===== src/rtl/slc_pkg.sv =====
// ---------------------------------------------------------------------------
// slc_pkg: shared types and constants of the set-associative cache model
// Field widths, access mode and outcome codes, register indexes, sequencer
// states and the status word of the way scan unit.
// ---------------------------------------------------------------------------
package slc_pkg;

    // Fixed field widths
    localparam int ADDR_W     = 64;
    localparam int MODE_W     = 2;
    localparam int OUTCOME_W  = 2;
    localparam int COUNT_W    = 32;
    localparam int TAG_W      = 62;
    localparam int CFG_IDX_W  = 2;
    localparam int CFG_DATA_W = 6;
    localparam int WAYS_W     = 4;
    localparam int SETB_W     = 3;
    localparam int BLKB_W     = 6;

    // Access modes
    localparam logic [MODE_W-1:0] MODE_LOAD   = 2'd0;
    localparam logic [MODE_W-1:0] MODE_STORE  = 2'd1;
    localparam logic [MODE_W-1:0] MODE_MODIFY = 2'd2;
    localparam logic [MODE_W-1:0] MODE_IFETCH = 2'd3;

    // Lookup outcomes
    localparam logic [OUTCOME_W-1:0] OUT_HIT   = 2'd0;
    localparam logic [OUTCOME_W-1:0] OUT_MISS  = 2'd1;
    localparam logic [OUTCOME_W-1:0] OUT_EVICT = 2'd2;

    // Configuration register indexes
    localparam logic [CFG_IDX_W-1:0] CFG_SET_BITS   = 2'd0;
    localparam logic [CFG_IDX_W-1:0] CFG_BLOCK_BITS = 2'd1;
    localparam logic [CFG_IDX_W-1:0] CFG_WAYS       = 2'd2;

    // Sequencer states
    typedef enum logic [2:0] {
        ST_CLEAR,
        ST_IDLE,
        ST_READ,
        ST_LOAD,
        ST_SCAN,
        ST_UPDATE,
        ST_WRITE
    } t_state;

    // Status of the way scan unit
    typedef struct packed {
        logic done;
        logic hit;
        logic free_found;
    } t_scan_status;

endpackage


===== src/rtl/slc_way_scan.sv =====
// ---------------------------------------------------------------------------
// slc_way_scan: iterative way scan of one cache set
// Visits one way per step with a single tag and stamp comparator, and keeps
// the hit way, the highest free way and the oldest-stamp victim.
// ---------------------------------------------------------------------------
module slc_way_scan #(
    parameter int MAX_WAYS    = 8,
    parameter int STAMP_WIDTH = 32
) (
    input  logic                                           i_clk,
    input  logic                                           i_rst_n,
    input  logic                                           i_start,
    input  logic                                           i_step,
    input  logic [MAX_WAYS*(1+slc_pkg::TAG_W+STAMP_WIDTH)-1:0] i_row,
    input  logic [slc_pkg::TAG_W-1:0]                      i_tag,
    input  logic [slc_pkg::WAYS_W-1:0]                     i_ways,
    output slc_pkg::t_scan_status                          o_status,
    output logic [(MAX_WAYS > 1 ? $clog2(MAX_WAYS) : 1)-1:0] o_way
);

    localparam int WAY_W    = (MAX_WAYS > 1) ? $clog2(MAX_WAYS) : 1;
    localparam int WAY_BITS = 1 + slc_pkg::TAG_W + STAMP_WIDTH;

    logic [WAY_BITS-1:0]    w_entry [MAX_WAYS];
    logic [WAY_BITS-1:0]    w_cur;
    logic                   w_valid;
    logic [slc_pkg::TAG_W-1:0] w_tag;
    logic [STAMP_WIDTH-1:0] w_stamp;
    logic                   w_last;

    logic [WAY_W-1:0]       r_way;
    logic                   r_done;
    logic                   r_hit;
    logic [WAY_W-1:0]       r_hit_way;
    logic                   r_free_found;
    logic [WAY_W-1:0]       r_free_way;
    logic                   r_vic_found;
    logic [WAY_W-1:0]       r_vic_way;
    logic [STAMP_WIDTH-1:0] r_vic_stamp;

    // Split the row into ways: valid, tag, stamp from the top down
    for (genvar g = 0; g < MAX_WAYS; g++) begin : g_split
        assign w_entry[g] = i_row[g*WAY_BITS +: WAY_BITS];
    end

    assign w_cur   = w_entry[r_way];
    assign w_valid = w_cur[WAY_BITS-1];
    assign w_tag   = w_cur[STAMP_WIDTH +: slc_pkg::TAG_W];
    assign w_stamp = w_cur[STAMP_WIDTH-1:0];
    assign w_last  = (32'(r_way) + 32'd1 >= 32'(i_ways)) || (32'(r_way) == MAX_WAYS - 1);

    // Step through the ways, one compare per cycle while i_step is high
    always_ff @(posedge i_clk) begin
        if (!i_rst_n) begin
            r_way        <= '0;
            r_done       <= 1'b0;
            r_hit        <= 1'b0;
            r_free_found <= 1'b0;
            r_vic_found  <= 1'b0;
        end else if (i_start) begin
            r_way        <= '0;
            r_done       <= 1'b0;
            r_hit        <= 1'b0;
            r_free_found <= 1'b0;
            r_vic_found  <= 1'b0;
        end else if (i_step && !r_done) begin
            if (!w_valid) begin
                r_free_found <= 1'b1;
                r_free_way   <= r_way;
            end else if (w_tag == i_tag) begin
                r_hit     <= 1'b1;
                r_hit_way <= r_way;
            end else if (!r_vic_found || r_vic_stamp > w_stamp) begin
                r_vic_found <= 1'b1;
                r_vic_way   <= r_way;
                r_vic_stamp <= w_stamp;
            end
            if (w_last || (w_valid && w_tag == i_tag)) begin
                r_done <= 1'b1;
            end else begin
                r_way <= r_way + WAY_W'(1);
            end
        end
    end

    // Report the way to write: hit, else free, else victim
    always_comb begin
        o_status.done       = r_done;
        o_status.hit        = r_hit;
        o_status.free_found = r_free_found;
        priority if (r_hit) begin
            o_way = r_hit_way;
        end else if (r_free_found) begin
            o_way = r_free_way;
        end else begin
            o_way = r_vic_way;
        end
    end

endmodule


===== config.mk =====
export PLATFORM = sky130hd
export DESIGN_NAME = slc_way_scan
export DESIGN_NICKNAME = d
export VERILOG_FILES = /design/src/rtl/slc_pkg.sv /design/src/rtl/slc_way_scan.sv
export SDC_FILE = /design/constraint.sdc
export NUM_CORES = 1
export LEC_CHECK = 0
export ABC_CLOCK_PERIOD_IN_PS = 11350
export BUFFER_PORTS_ARGS = -buffer_cell sky130_fd_sc_hd__buf_2
export CAP_MARGIN = 20
export CORE_AREA = 2 2 330 332
export CTS_CLUSTER_DIAMETER = 100
export DETAILED_ROUTE_END_ITERATION = 6
export DIE_AREA = 0 0 332 334
export PLACE_DENSITY_LB_ADDON = 0.3
export SLEW_MARGIN = 20
export SYNTH_ARGS = -nofsm -noshare
export SYNTH_HDL_FRONTEND = slang
export SYNTH_SLANG_ARGS = --single-unit

===== constraint.sdc =====
create_clock -name i_clk -period 11.35 [get_ports i_clk]
set_clock_uncertainty 0.05 [all_clocks]
set_input_delay 1.7025 -clock i_clk [delete_from_list [all_inputs] [get_ports i_clk]]
set_output_delay 1.7025 -clock i_clk [all_outputs]
set_load 0.01 [all_outputs]

==> PnR_summary.wiki <==
{| class="wikitable"
! Metric !! Value
|-
| Req. time, crit path || 11230 ps
|-
| Biggest area contributors in the synthesized netlist || sky130_fd_sc_hd__mux4_2 39%, sky130_fd_sc_hd__edfxtp_1 14%, sky130_fd_sc_hd__mux2i_1 12%
|-
| Via count normalized by instance count || 3.67
|-
| Async set-reset flop share out of synthesis || 0%
|-
| Core region area || 108000 sq um
|-
| Crit path kind || flip-flop to flip-flop
|-
| Worst R2R End || r_vic_stamp[8]
|-
| Number of buffers inserted by port buffering || 835
|-
| Root Buffer Master || sky130_fd_sc_hd__clkbuf_16
|-
| I/O pin count || 836
|-
| EDFF count, synth || 41
|-
| Largest fanout on the critical path || 105
|-
| Startpoint of the lowest-slack hold path || r_vic_found
|-
| Final setup TNS || 0 ps
|-
| Share of the core filled with cells in the final layout || 14.0%
|-
| Highest clock frequency the design can meet || 178 MHz
|-
| RePlAce Congestion || 0.897
|-
| Worst setup slack after placement || 5380 ps
|-
| Longest Clk Path Bufs || 2
|-
| Die Y-Extent || 334 um
|-
| Total number of vias || 11100
|-
| Post-layout net count || 2427
|-
| Gr usage total || 14.9%
|-
| Yosys warns || 0
|-
| DR DRC count || 0
|-
| Die W || 332 um
|-
| Worst slew margin || 24.2%
|-
| Detailed Routing Iterations Pass 1 || 5
|-
| Worst EP arrival || 5510 ps
|-
| DR WL/cell || 28.5 um
|-
| Element type at the critical path end || flip-flop
|-
| Final Hold Fails || 0
|-
| Via count of the first global-routing pass || 11100
|-
| WL final || 86200 um
|-
| Initial antenna violation count || 168
|-
| Number of max-slew violations in the final report || 0
|-
| Routed Antenna Nets || 0
|-
| Layout cell share with drive strength beyond 1 || 65.6%
|-
| Congestion Overflow GR || 0
|-
| Worst reg2reg path depth || 15
|-
| Slew @ Worst Pin || 1140 ps
|-
| Min-Delay Path Depth || 1
|-
| Smallest setup slack after layout || 5720 ps
|-
| Placement Rows || 121
|-
| Synth Instances || 771
|-
| Final critical path time including I/O delays and setup || 5630 ps
|-
| Synthesized flop and latch total || 48
|-
| Peak ir drop on the vdd network || 0.0000471 V
|-
| Wire length of the first global-routing pass || 109000 um
|-
| Final setup violation count || 0
|-
| Synth unique cells || 47
|-
| Post-cts resize count || 0
|-
| Avg Synthesized Cell Area || 11.8 sq um
|-
| FF-to-FF Start || r_way[1]
|-
| Setup slack on the worst flop-to-flop path || 5720 ps
|-
| Post-synth top area cell || sky130_fd_sc_hd__mux4_2
|-
| Fin Hold WS || 426 ps
|-
| Area Overhead vs Synth || 66.1%
|-
| Cts hold-fix bufs || 0
|-
| Drt initial violations || 550
|-
| Synthesized cell area || 9060 sq um
|-
| Post-Synthesis Net Count || 1639
|-
| Die area || 111000 sq um
|-
| Result of the run || completed
|-
| Clock latency on the worst-skew pair || 310 ps
|-
| Post-CTS setup buffer count || 0
|-
| Largest net degree at the start of global routing || 106
|-
| Clock tree from TritonCTS || done
|-
| DP HPWL || 77700 um
|-
| Hold Path End || r_vic_found
|-
| Post-CTS clock slew at the launch and capture registers of the worst setup and hold paths || 70 ps
|-
| Inserted Clock Buffers || 5
|-
| Share of Yosys cell area claimed by the top area cell type || 39.0%
|-
| Total leakage power || 6.33 nW
|-
| Max cap viols || 0
|-
| Overall power consumption || 0.000821 W
|-
| Flip-flop cell with the highest count after synthesis || sky130_fd_sc_hd__edfxtp_1
|-
| Starting utilization of the core area || 8.41%
|-
| Sequential element share of the synthesized area || 15.1%
|-
| Critical Path Start Type || flip-flop
|-
| Maximum level of the CTS H-tree || 2
|-
| Setup repair after global routing missed its margin || false
|-
| Clock sink total || 48
|-
| Power density normalized to cell area || 54.6 nW/um^2
|-
| Part of the cycle the worst path needs || 49.6%
|-
| Worst hold-check path type || flip-flop to flip-flop
|}
[cell usage in the layout, fill, tap and decap left out, types with 2 or more instances in the layout]
| cell | instances |
|---|---|
| sky130_fd_sc_hd__a21o_1 | 16 |
| sky130_fd_sc_hd__a21oi_1 | 6 |
| sky130_fd_sc_hd__a221oi_1 | 14 |
| sky130_fd_sc_hd__a22o_1 | 10 |
| sky130_fd_sc_hd__a22oi_1 | 8 |
| sky130_fd_sc_hd__and2_1 | 32 |
| sky130_fd_sc_hd__buf_12 | 2 |
| sky130_fd_sc_hd__buf_2 | 835 |
| sky130_fd_sc_hd__buf_4 | 11 |
| sky130_fd_sc_hd__bufinv_16 | 2 |
| sky130_fd_sc_hd__clkbuf_16 | 5 |
| sky130_fd_sc_hd__dfxtp_1 | 4 |
| sky130_fd_sc_hd__dfxtp_4 | 3 |
| sky130_fd_sc_hd__diode_2 | 45 |
| sky130_fd_sc_hd__edfxtp_1 | 41 |
| sky130_fd_sc_hd__ha_1 | 38 |
| sky130_fd_sc_hd__inv_1 | 35 |
| sky130_fd_sc_hd__mux2i_1 | 113 |
| sky130_fd_sc_hd__mux4_2 | 157 |
| sky130_fd_sc_hd__nand2_1 | 85 |
| sky130_fd_sc_hd__nand2b_1 | 4 |
| sky130_fd_sc_hd__nand3_1 | 5 |
| sky130_fd_sc_hd__nand4_1 | 11 |
| sky130_fd_sc_hd__nor2_1 | 12 |
| sky130_fd_sc_hd__nor2b_1 | 8 |
| sky130_fd_sc_hd__nor4_1 | 9 |
| sky130_fd_sc_hd__o21a_1 | 3 |
| sky130_fd_sc_hd__o21ai_0 | 8 |
| sky130_fd_sc_hd__xnor2_1 | 53 |
| sky130_fd_sc_hd__xor2_1 | 9 |
[layer usage]
| metal | wire, um | GRT usage, % |
|---|---|---|
| met5 | 557 | 0 |
| met4 | 3190 | 6.91 |
| met3 | 9430 | 6.60 |
| met2 | 42700 | 25.4 |
| met1 | 30300 | 15.7 |
[through the flow]
step,std cells,cell area (sq um)
finish,3019,15100
global route,3003,15000
detailed placement,2966,14700
global placement,2966,14700
floorplan,771,9060
CTS,2974,14900
[synthesized netlist by cell type (4+ instances only)]
| master | n |
|---|---|
| sky130_fd_sc_hd__nand3_1 | 5 |
| sky130_fd_sc_hd__nand2b_1 | 4 |
| sky130_fd_sc_hd__nand4_1 | 11 |
| sky130_fd_sc_hd__mux4_2 | 157 |
| sky130_fd_sc_hd__a22oi_1 | 8 |
| sky130_fd_sc_hd__o21ai_0 | 8 |
| sky130_fd_sc_hd__buf_4 | 10 |
| sky130_fd_sc_hd__nor2_1 | 12 |
| sky130_fd_sc_hd__mux2i_1 | 113 |
| sky130_fd_sc_hd__inv_1 | 35 |
| sky130_fd_sc_hd__dfxtp_1 | 7 |
| sky130_fd_sc_hd__a21oi_1 | 6 |
| sky130_fd_sc_hd__xor2_1 | 9 |
| sky130_fd_sc_hd__xnor2_1 | 53 |
| sky130_fd_sc_hd__and2_1 | 32 |
| sky130_fd_sc_hd__a22o_1 | 10 |
| sky130_fd_sc_hd__buf_2 | 19 |
| sky130_fd_sc_hd__clkbuf_1 | 19 |
| sky130_fd_sc_hd__a221oi_1 | 14 |
| sky130_fd_sc_hd__buf_1 | 8 |
| sky130_fd_sc_hd__nor2b_1 | 9 |
| sky130_fd_sc_hd__o21a_1 | 4 |
| sky130_fd_sc_hd__nand2_1 | 85 |
| sky130_fd_sc_hd__edfxtp_1 | 41 |
| sky130_fd_sc_hd__nor4_1 | 9 |
| sky130_fd_sc_hd__a21o_1 | 16 |
| sky130_fd_sc_hd__buf_6 | 10 |
| sky130_fd_sc_hd__ha_1 | 38 |
[cell type report]
cell class	instances	area (sq um)
fillers	12400	92700
multi-input cells	620	7160
repair buffers	848	4300
well taps	1414	1770
flip-flops and latches	48	1380
inverters	36	136
clock buffers	6	129
diodes	45	113
clock inverters	2	60.1
[registers in the layout, indices dropped and copies added (netlist names)]
name / count
r_done: 1
r_free_found: 1
r_free_way: 3
r_hit: 1
r_hit_way: 3
r_vic_found: 1
r_vic_stamp: 32
r_vic_way: 3
r_way: 3
[report_power, final]
group          internal (W)  leakage, nW  switching, W
logic              0.000230         5.80      0.000183
registers          0.000196        0.436    0.00000694
clock network      0.000127       0.0913     0.0000790
total              0.000553         6.33      0.000269
[kinds of logic after synthesis]
family | Yosys count | synth area share, %
AOI/OAI and AO/OA | 74 | 6.24
xor gates and xnor gates | 62 | 5.99
adders and majority gates | 38 | 5.25
buffers and inverters | 103 | 5.90
DFF | 48 | 15.1
muxes | 271 | 51.8
and+or+nand+nor | 175 | 9.69
[worst max-delay path: stages (launching register included)]
cell                        delay, ps
sky130_fd_sc_hd__dfxtp_4          740
sky130_fd_sc_hd__buf_12           450
sky130_fd_sc_hd__buf_4            740
sky130_fd_sc_hd__mux4_2           380
sky130_fd_sc_hd__nand2_1           50
sky130_fd_sc_hd__and2_1           210
sky130_fd_sc_hd__ha_1             310
sky130_fd_sc_hd__a21o_1           110
sky130_fd_sc_hd__a21o_1           100
sky130_fd_sc_hd__a21o_1           140
sky130_fd_sc_hd__a21oi_1           80
sky130_fd_sc_hd__nor2b_1          100
sky130_fd_sc_hd__o21ai_0           80
sky130_fd_sc_hd__a21oi_1          230
sky130_fd_sc_hd__a2bb2oi_1        300
sky130_fd_sc_hd__o21a_2           840
[worst max path at each step]
stage | start | endpoint | slack (ps) | cells after the start
detailed placement | r_way[1] | r_vic_stamp[11] | 5380 | 15
CTS | r_way[1] | r_vic_stamp[8] | 5410 | 15
finish | r_way[1] | r_vic_stamp[8] | 5720 | 15
floorplan | r_way[0] | r_vic_stamp[0] | 6450 | 19
global route | r_way[1] | r_vic_stamp[13] | 5140 | 15
global placement | i_row[49] | r_vic_stamp[11] | 5310 | 9
Note: power is estimated with default switching activity, not from simulation.
