[src/rtl/slc_ram.sv]
// ---------------------------------------------------------------------------
// slc_ram: generic simple dual-port RAM
// One write port and one read port with registered read data.
// ---------------------------------------------------------------------------
module slc_ram #(
    parameter int WIDTH = 8,
    parameter int DEPTH = 16
) (
    input  logic                                   i_clk,
    input  logic                                   i_we,
    input  logic [(DEPTH > 1 ? $clog2(DEPTH) : 1)-1:0] i_waddr,
    input  logic [WIDTH-1:0]                       i_wdata,
    input  logic                                   i_re,
    input  logic [(DEPTH > 1 ? $clog2(DEPTH) : 1)-1:0] i_raddr,
    output logic [WIDTH-1:0]                       o_rdata
);

    logic [WIDTH-1:0] r_mem [DEPTH];
    logic [WIDTH-1:0] r_rdata;

    // Write, then register the read word
    always_ff @(posedge i_clk) begin
        if (i_we) begin
            r_mem[i_waddr] <= i_wdata;
        end
        if (i_re) begin
            r_rdata <= r_mem[i_raddr];
        end
    end

    assign o_rdata = r_rdata;

endmodule

[config.mk]
export PLATFORM = sky130hd
export DESIGN_NAME = slc_ram
export DESIGN_NICKNAME = d
export VERILOG_FILES = /design/src/rtl/slc_ram.sv
export SDC_FILE = /design/constraint.sdc
export NUM_CORES = 1
export LEC_CHECK = 0
export BUFFER_PORTS_ARGS = -buffer_cell sky130_fd_sc_hd__buf_2
export CAP_MARGIN = 25
export CORE_AREA = 8 8 103 105
export DETAILED_ROUTE_END_ITERATION = 7
export DIE_AREA = 0 0 111 113
export PLACE_DENSITY_LB_ADDON = 0.2
export REMOVE_ABC_BUFFERS = 1
export SETUP_SLACK_MARGIN = 0.1
export SLEW_MARGIN = 5
export SYNTH_ARGS = -nofsm -noshare
export SYNTH_HDL_FRONTEND = slang
export SYNTH_SLANG_ARGS = --single-unit
[constraint.sdc]
create_clock -name i_clk -period 3.9 [get_ports i_clk]
set_clock_uncertainty 0.1 [all_clocks]
set_input_delay 0.39 -clock i_clk [delete_from_list [all_inputs] [get_ports i_clk]]
set_output_delay 0.39 -clock i_clk [all_outputs]
set_load 0.02 [all_outputs]
==> flow_summary.yaml, run 1 <==
route:
  drcViolationCount: 0
  via_per_inst: 6.135
  dr_total_vias: 2411
  ant_nets: 0
  routed_wl_um: 9450
  dr.pass1.iters: 4
  drt_iter0_markers: 148
  routedWlPerCell_um: 24.05
sta:
  fin_crit_ns: 1.818
  finalSetupTns_ns: 0
  rsz0062_at_grt: "no"
  slew_headroom_pct: 40.06
  slew_violations: 0
  fmaxAchievable_ghz: 0.5499
  hold_viol: 0
  hold_slack_ns: 0.1616
  timing.final.crit_share_pct: 46.62
  worstMarginPinSlew_ns: 0.8958
  setup_ws_ns: 2.082
  setup_viol: 0
status:
  status: "finished, final reports clean"
cts:
  cts.sinks: 136
  clk_pin_slew_ns: 0.06
  cts_setup_buffers: 0
  cts_made_buffers: 17
  cts-root-buf: "clkbuf_8"
  hold_buffers: 0
  h-tree-depth: 4
  worstSkewPairLatency_ns: 0.50
  clock_path_buffers: 2
  cts.repair.resized: 0
  cts_tree: "done"
setup_path:
  reg2reg_depth: 3
  cp_cell_sequence: "buf_2, buf_4, mux4_1, a22oi_1, nand2_1"
  crit_path_max_fanout: 32
  crit_buf_inv: 2
  startpoint_type: "primary input"
  endpoint_kind: "register"
  r2r_setup_slack_ns: 2.30
  critPathArrivalTime_ns: 1.96
  crit_required_ns: 4.05
  r2r-start: "r_mem[0][0]"
  worstReg2RegEnd: "o_rdata[0]"
  critPathTopFamily: "multiplexers"
  slowest_stage: "mux4_1"
  critical_path_class: "primary input to register"
  slowest_delay_ns: 0.66
placed_design:
  place_congestion: 0.7091
  portBuffers: 26
  dpl.hpwl_um: 5836
  placed_area_mm2: 0.005448
  dp_slack_ns: 1.499
global_route:
  grt_start_max_net_pins: 33
  grt_pass1_vias: 2502
  grt_overflow: 0
  track_usage_pct: 15.77
  grt_pass1_wl_um: 14460
  antenna_found_initial: 0
finish:
  drive_gt1_share_pct: 27.66
  fillers: 587
  num_antenna_cells: 0
  finalInstanceArea_mm2: 0.006000
  fin_nets: 288
  area_delta_synth_final_pct: 14.77
hold_path:
  hold_path_depth: 1
  worstHoldStart: "i_re"
  hold_end: "o_rdata[3]"
  hold_class: "primary input to register"
floorplan:
  rows: 35
  start_util_pct: 58.23
  io_pins: 27
  fp.dieW_um: 111
  dieArea_mm2: 0.01254
  core_mm2: 0.008977
  fp.dieH_um: 113
yosys:
  syn_inst: 229
  ys_types: 18
  synth_common_cells: "edfxtp_1, mux4_2, a22oi_1"
  synth_flop_cell: "edfxtp_1"
  yosys.area.top_type: "edfxtp_1"
  avgSynthCellArea_um2: 22.83
  ys_seq_elements: 136
  synth_top_area_share_pct: 78.12
  yosysMostFrequentCell: "edfxtp_1"
  yosysWarnings: 0
  async_flop_share_pct: 0
  synth_area_leaders: "edfxtp_1, mux4_2, mux4_1"
  syn-cell-area_mm2: 0.005228
  synth_edf_count: 136
  yosysSeqAreaShare_pct: 78.12
power_and_ir_drop:
  leakagePower_nw: 1.994
  powerDensity_mw_per_mm2: 543.4
  total_power_mw: 3.260
  ir_drop_uv: 510.7
job:
  drv_cap: 0
-- state kept, by name, summed over array words and instances (netlist names) --
signal / cells
o_rdata: 8
r_mem: 128
-- worst max path at each step --
stage	startpoint	end	slack [ns]	depth (start not counted)
after floorplan	i_waddr[2]	r_mem[0][0]	1.92	2
after global placement	i_raddr[0]	o_rdata[0]	1.52	5
after detailed placement	i_raddr[0]	o_rdata[0]	1.50	5
after CTS	i_raddr[0]	o_rdata[0]	2.03	5
after global routing	i_raddr[0]	o_rdata[0]	1.98	5
final	i_raddr[0]	o_rdata[2]	2.08	5
-- per-stage QoR --
step	instances	util, %
floorplan	219	-
global placement	361	60.68
detailed placement	361	60.68
CTS	393	66.83
global route	393	66.83
finish	393	66.83
-- layer usage --
metal | track usage [%] | part of all wire (%) | routed length, µm | up-vias
met5 | 0 | 0 | 0 | -
met4 | 7.207 | 0.84 | 79 | 0
met3 | 5.238 | 7.3 | 694 | 6
met2 | 24.28 | 49 | 4591 | 95
met1 | 19.94 | 43 | 4084 | 1248
li1 | - | - | - | 1062
-- cell families (layout without fill, tap and decap cells) --
group | count (synthesis) | in the layout | share of synthesized area, %
multiplexers | 32 | 32 | 14.79
AND/OR/NAND/NOR | 35 | 35 | 3.136
buffers and inverters | 10 | 63 | 1.651
flip-flops | 136 | 136 | 78.12
AO/OA/AOI/OAI | 16 | 16 | 2.298
-- cells in the final DEF, fill, tap and decap left out --
cell type   instances
clkbuf_1            1
clkbuf_8            1
clkinvlp_4          4
mux4_2             18
mux4_1             14
nor3_1              4
and2b_1             1
clkbuf_16          16
buf_2              26
a22oi_1            16
clkinv_1            3
bufinv_16           2
buf_4               5
and2_1              1
nor2b_1             1
nand2b_1            2
nand3_1             1
edfxtp_1          136
or3b_2              1
nor2_1             13
clkinv_2            3
nand3b_1            2
nand2_1             9
clkinv_4            2
-- final cells by class --
cell class | count | area, µm² | share of cell area [%]
Sequential cell | 136 | 4084 | 68.07
Multi-Input combinational cell | 83 | 1057 | 17.62
Clock buffer | 18 | 417.9 | 6.966
Timing Repair Buffer | 31 | 167.7 | 2.795
Tap cell | 111 | 138.9 | 2.315
Clock inverter | 14 | 133.9 | 2.231
-- power breakdown --
group | internal [mW] | total, mW | leakage (nW) | switching (mW)
clock | 0.898 | 1.46 | 0.259 | 0.557
sequential | 1.65 | 1.66 | 1.24 | 0.00849
combinational | 0.0581 | 0.148 | 0.499 | 0.0903
total | 2.60 | 3.26 | 1.99 | 0.656
Power figures use the tool's default switching activity.
==> run 2, diff against run 1 <==
CORE_AREA = 8 8 108 110   (was 8 8 103 105)
DIE_AREA = 0 0 116 118   (was 0 0 111 113)
clock period = 1.5 ns   (was 3.9 ns; I/O delays follow)
==> flow_summary.yaml, run 2 (synthesis gave the netlist of run 1 again) <==
route:
  routed_wl_um: 10360
  dr_wl_met3_um: 596
  via_per_inst: 5.614
  drt_iter0_markers: 242
  dr_total_vias: 2504
  wl_met1_um: 4439
  ant_nets: 0
  routedWlPerCell_um: 23.23
  drcViolationCount: 0
  top_layer: "met4"
  dr.pass1.iters: 4
  route.met2.wl_um: 5198
sta:
  fin_crit_ns: 1.525
  rsz0062_at_grt: "yes"
  worstMarginPinSlew_ns: 0.8570
  slew_headroom_pct: 42.66
  setup_viol: 2
  slew_violations: 0
  hold_viol: 0
  fmaxAchievable_ghz: 0.6557
  setup_ws_ns: -0.02498
  timing.final.crit_share_pct: 101.7
setup_path:
  endpoint_kind: "register"
  r2r-start: "r_mem[11][2]"
  startpoint_type: "register"
  crit_buf_inv: 0
  cp_cell_sequence: "mux4_2, a22oi_2, nand2_1"
  slowest_stage: "mux4_2"
  worstReg2RegEnd: "o_rdata[2]"
  critical_path_class: "register to register"
  crit_path_max_fanout: 1
  crit_required_ns: 1.66
  reg2reg_depth: 3
  critPathArrivalTime_ns: 1.69
  r2r_setup_slack_ns: -0.02
  slowest_delay_ns: 0.51
  critPathTopFamily: "multiplexers"
floorplan:
  core_mm2: 0.01000
  fp.dieH_um: 118
  rows: 37
  start_util_pct: 52.28
  io_pins: 27
  dieArea_mm2: 0.01369
  fp.dieW_um: 116
cts:
  h-tree-depth: 4
  cts-root-buf: "clkbuf_8"
  cts_setup_buffers: 0
  cts_made_buffers: 17
  cts_tree: "done"
  clock_path_buffers: 2
  cts.sinks: 136
  worstSkewPairLatency_ns: 0.51
  clk_pin_slew_ns: 0.06
finish:
  most-common-layout-cells: "edfxtp_1, mux4_2, buf_2, buf_4, clkbuf_16"
  finalInstanceArea_mm2: 0.006434
  drive_gt1_share_pct: 37.74
  fin_util_pct: 64.34
  num_antenna_cells: 0
  fin_nets: 317
  regArea_mm2: 0.004084
  layout_commonest_cell: "edfxtp_1"
  area_delta_synth_final_pct: 23.07
  largest_reg_flops: 128
  fillers: 707
  multi_input_area_mm2: 0.001077
  top_register: "r_mem"
  fin_cells: 446
global_route:
  grt_overflow: 0
  grt_start_max_net_pins: 17
  grt_pass1_vias: 2764
  antenna_found_initial: 0
  grt_pass1_wl_um: 16060
  track_usage_pct: 16.48
hold_path:
  hold_end: "r_mem[12][1]"
  hold_class: "primary input to register"
  worstHoldStart: "i_waddr[0]"
  hold_path_depth: 3
job:
  drv_cap: 0
power_and_ir_drop:
  powerDensity_mw_per_mm2: 1440
  total_power_mw: 9.265
  ir_drop_uv: 598.9
  leakagePower_nw: 2.174
status:
  violations: "setup timing"
  status: "complete, but fails checks"
placed_design:
  portBuffers: 26
  placed_area_mm2: 0.005679
  dpl.hpwl_um: 6564
  place_congestion: 0.7457
  placed_cells: 406
==> run 2: how the worst max path moves through the flow <==
stage                             from  cells after the start          end
after global placement      i_raddr[0]                      5   o_rdata[2]
after detailed placement    i_raddr[0]                      5   o_rdata[2]
after CTS                 r_mem[11][2]                      3   o_rdata[2]
final                     r_mem[11][2]                      3   o_rdata[2]
after floorplan             i_waddr[2]                      2  r_mem[0][0]
after global routing      r_mem[11][2]                      3   o_rdata[2]
==> run 2: metrics by stage <==
step	TNS, ns	worst slack, ns	hold slack, ns
after floorplan	-2.001	-0.2429	0.1489
after global placement	-2.477	-0.3442	0.4225
after detailed placement	-2.686	-0.3350	0.4263
after CTS	-0.05564	-0.02742	0.09087
after global routing	-0.2574	-0.08077	0.1148
final	-0.04167	-0.02498	0.1068
==> run 2: worst min-delay path: stages <==
cell    delay [ns]
buf_2         0.14
nor3_1        0.07
buf_4         0.18
==> run 2: power by group <==
part / internal (mW) / switching, mW
registers: 4.28 / 0.0260
clock network: 3.02 / 1.47
logic: 0.210 / 0.258
==> run 2: final cells by class <==
cell class / count / share of cell area [%]
repair buffers: 60 / 7.118
flip-flops and latches: 136 / 63.48
well taps: 136 / 2.645
clock buffers: 18 / 6.496
multi-input cells: 83 / 16.74
clock inverters: 13 / 3.520
==> run 2: per-layer routing <==
metal,vias up,global-route usage [%]
met2,90,25.31
met5,-,0
li1,1108,-
met4,0,6.894
met3,9,3.951
met1,1297,21.91
==> run 2: timing repair <==
action	CTS	global route
gates resized for setup	15	3
hold buffers	9	0
endpoints found under the hold margin	136	0
setup endpoints to repair	8	8
cloned	0	0
pin swaps	7	3
==> run 3, diff against run 2 <==
ABC_AREA = 1   (was default)
CORE_AREA = 8 8 118 120   (was 8 8 108 110)
DIE_AREA = 0 0 126 128   (was 0 0 116 118)
==> flow_summary.yaml, run 3 <==
setup_path:
  critPathTopFamily: "flip-flops"
  r2r_setup_slack_ns: 0.24
  crit_path_max_fanout: 1
  crit_end: "o_rdata[2]"
  worstReg2RegEnd: "o_rdata[0]"
  reg2reg_depth: 6
  r2r-start: "r_mem[9][0]"
  crit_buf_inv: 1
  cp_cell_sequence: "buf_2"
  crit_path_start: "o_rdata[2]"
  slowest_delay_ns: 0.45
  crit_required_ns: 1.25
  critPathArrivalTime_ns: 1.05
  cp_num_cells: 1
  critical_path_class: "register to output pin"
  slowest_stage: "edfxtp_1"
  startpoint_type: "register"
  endpoint_kind: "output pin"
route:
  drt_iter0_markers: 393
  routedWlPerCell_um: 15.62
  dr_total_vias: 3725
  drcViolationCount: 0
  via_per_inst: 4.901
  ant_nets: 0
  routed_wl_um: 11870
  dr.pass1.iters: 5
yosys:
  yosysSeqAreaShare_pct: 69.85
  avgSynthCellArea_um2: 10.61
  yosysMostFrequentCell: "nand2_1"
  synth_edf_count: 136
  async_flop_share_pct: 0
  ys_seq_elements: 136
  synth_common_cells: "nand2_1, edfxtp_1, inv_1"
  yosys.area.top_type: "edfxtp_1"
  ys_types: 11
  synth_top_area_share_pct: 69.85
  synth_area_leaders: "edfxtp_1, nand2_1, nand3_1"
  syn-cell-area_mm2: 0.005847
  synth_flop_cell: "edfxtp_1"
  syn_inst: 551
  yosysWarnings: 0
finish:
  top_register: "r_mem"
  finalInstanceArea_mm2: 0.006895
  layout_commonest_cell: "nand2_1"
  drive_gt1_share_pct: 13.44
  area_delta_synth_final_pct: 17.93
  num_antenna_cells: 0
  most-common-layout-cells: "nand2_1, edfxtp_1, inv_1, nand3_1, buf_2"
  largest_reg_flops: 128
  fin_nets: 616
  fin_util_pct: 56.48
global_route:
  grt_start_max_net_pins: 40
  grt_pass1_wl_um: 19090
  grt_pass1_vias: 3770
  antenna_found_initial: 0
  track_usage_pct: 15.66
  grt_overflow: 0
sta:
  fin_crit_ns: 1.299
  finalSetupTns_ns: 0
  hold_viol: 0
  timing.final.crit_share_pct: 86.60
  slew_headroom_pct: 57.34
  fmaxAchievable_ghz: 0.7698
  slew_violations: 0
  setup_viol: 0
  rsz0062_at_grt: "no"
  worstMarginPinSlew_ns: 0.6390
cts:
  cts_setup_buffers: 0
  h-tree-depth: 4
  cts.repair.resized: 0
  cts.sinks: 136
  cts-root-buf: "clkbuf_16"
  worstSkewPairLatency_ns: 0.41
  clk_pin_slew_ns: 0.06
  hold_buffers: 0
  clock_path_buffers: 2
  cts_made_buffers: 17
  cts_tree: "done"
floorplan:
  core_mm2: 0.01221
  io_pins: 27
  dieArea_mm2: 0.01613
  rows: 41
  fp.dieH_um: 128
  start_util_pct: 47.89
  fp.dieW_um: 126
power_and_ir_drop:
  leakagePower_nw: 2.993
  total_power_mw: 9.450
  ir_drop_uv: 624.3
  powerDensity_mw_per_mm2: 1370
placed_design:
  place_congestion: 0.7538
  portBuffers: 26
  placed_area_mm2: 0.006236
  dpl.hpwl_um: 7572
hold_path:
  hold_class: "primary input to register"
job:
  drv_cap: 0
status:
  status: "finished, final reports clean"
==> run 3: cell types whose count changed after synthesis, sizes merged, moves of 2 or more <==
cell | previous run | this run
nand2b | 2 | 0
clkdlybuf4s25 | 3 | 0
nor3 | 4 | 0
nand2 | 9 | 173
buf | 7 | 24
mux4 | 32 | 0
inv | 0 | 102
nand3 | 1 | 97
nor2 | 13 | 17
a22oi | 16 | 0
==> run 3: kinds of logic (layout without fill, tap and decap cells) <==
logic type	count (synthesis)	after routing	synth area share, %
flip-flops	136	136	69.85
buffers and inverters	126	185	9.394
AND/OR/NAND/NOR	289	289	20.76
==> run 3: per-stage QoR <==
stage | hold WS, ns | setup slack (ns) | cells
2_1_floorplan | 0.1489 | 0.1294 | 527
3_3_place_gp | 0.4433 | 0.05198 | 728
3_5_place_dp | 0.4415 | 0.03021 | 728
4_1_cts | 0.009569 | 0.1898 | 760
5_1_grt | 0.01847 | 0.1912 | 760
6_report | 0.01879 | 0.2009 | 760
==> run 3: how the worst min path moves through the flow <==
stage,startpoint,to,slack [ns],depth (start not counted)
floorplan,i_wdata[0],r_mem[0][0],0.15,0
global placement,i_re,o_rdata[6],0.44,1
detailed placement,i_re,o_rdata[6],0.44,1
CTS,i_re,o_rdata[1],0.01,1
global route,i_wdata[0],r_mem[14][0],0.02,1
finish,i_wdata[0],r_mem[14][0],0.02,1
==> run 3: per-layer routing <==
| metal | wire length, µm | global-route usage [%] | part of all wire [%] |
|---|---|---|---|
| met1 | 4858 | 17.94 | 41 |
| met2 | 6048 | 26.90 | 51 |
| met3 | 668 | 4.035 | 5.6 |
| met4 | 293 | 7.573 | 2.5 |
| met5 | 0 | 0 | 0 |
==> run 3: where the power goes <==
group / internal, mW / switching, mW
Sequential: 4.28 / 0.0237
Clock: 3.11 / 1.51
Combinational: 0.166 / 0.361
Total: 7.56 / 1.89
==> run 3: final cells by class <==
class	count	area [µm²]
fill	1017	5314
sequential	136	4084
clock buffer	19	432.9
inverter	102	382.9
timing repair buffer	51	367.9
multi-input combinational	289	1214
tap	150	187.7
clock inverter	13	226.5
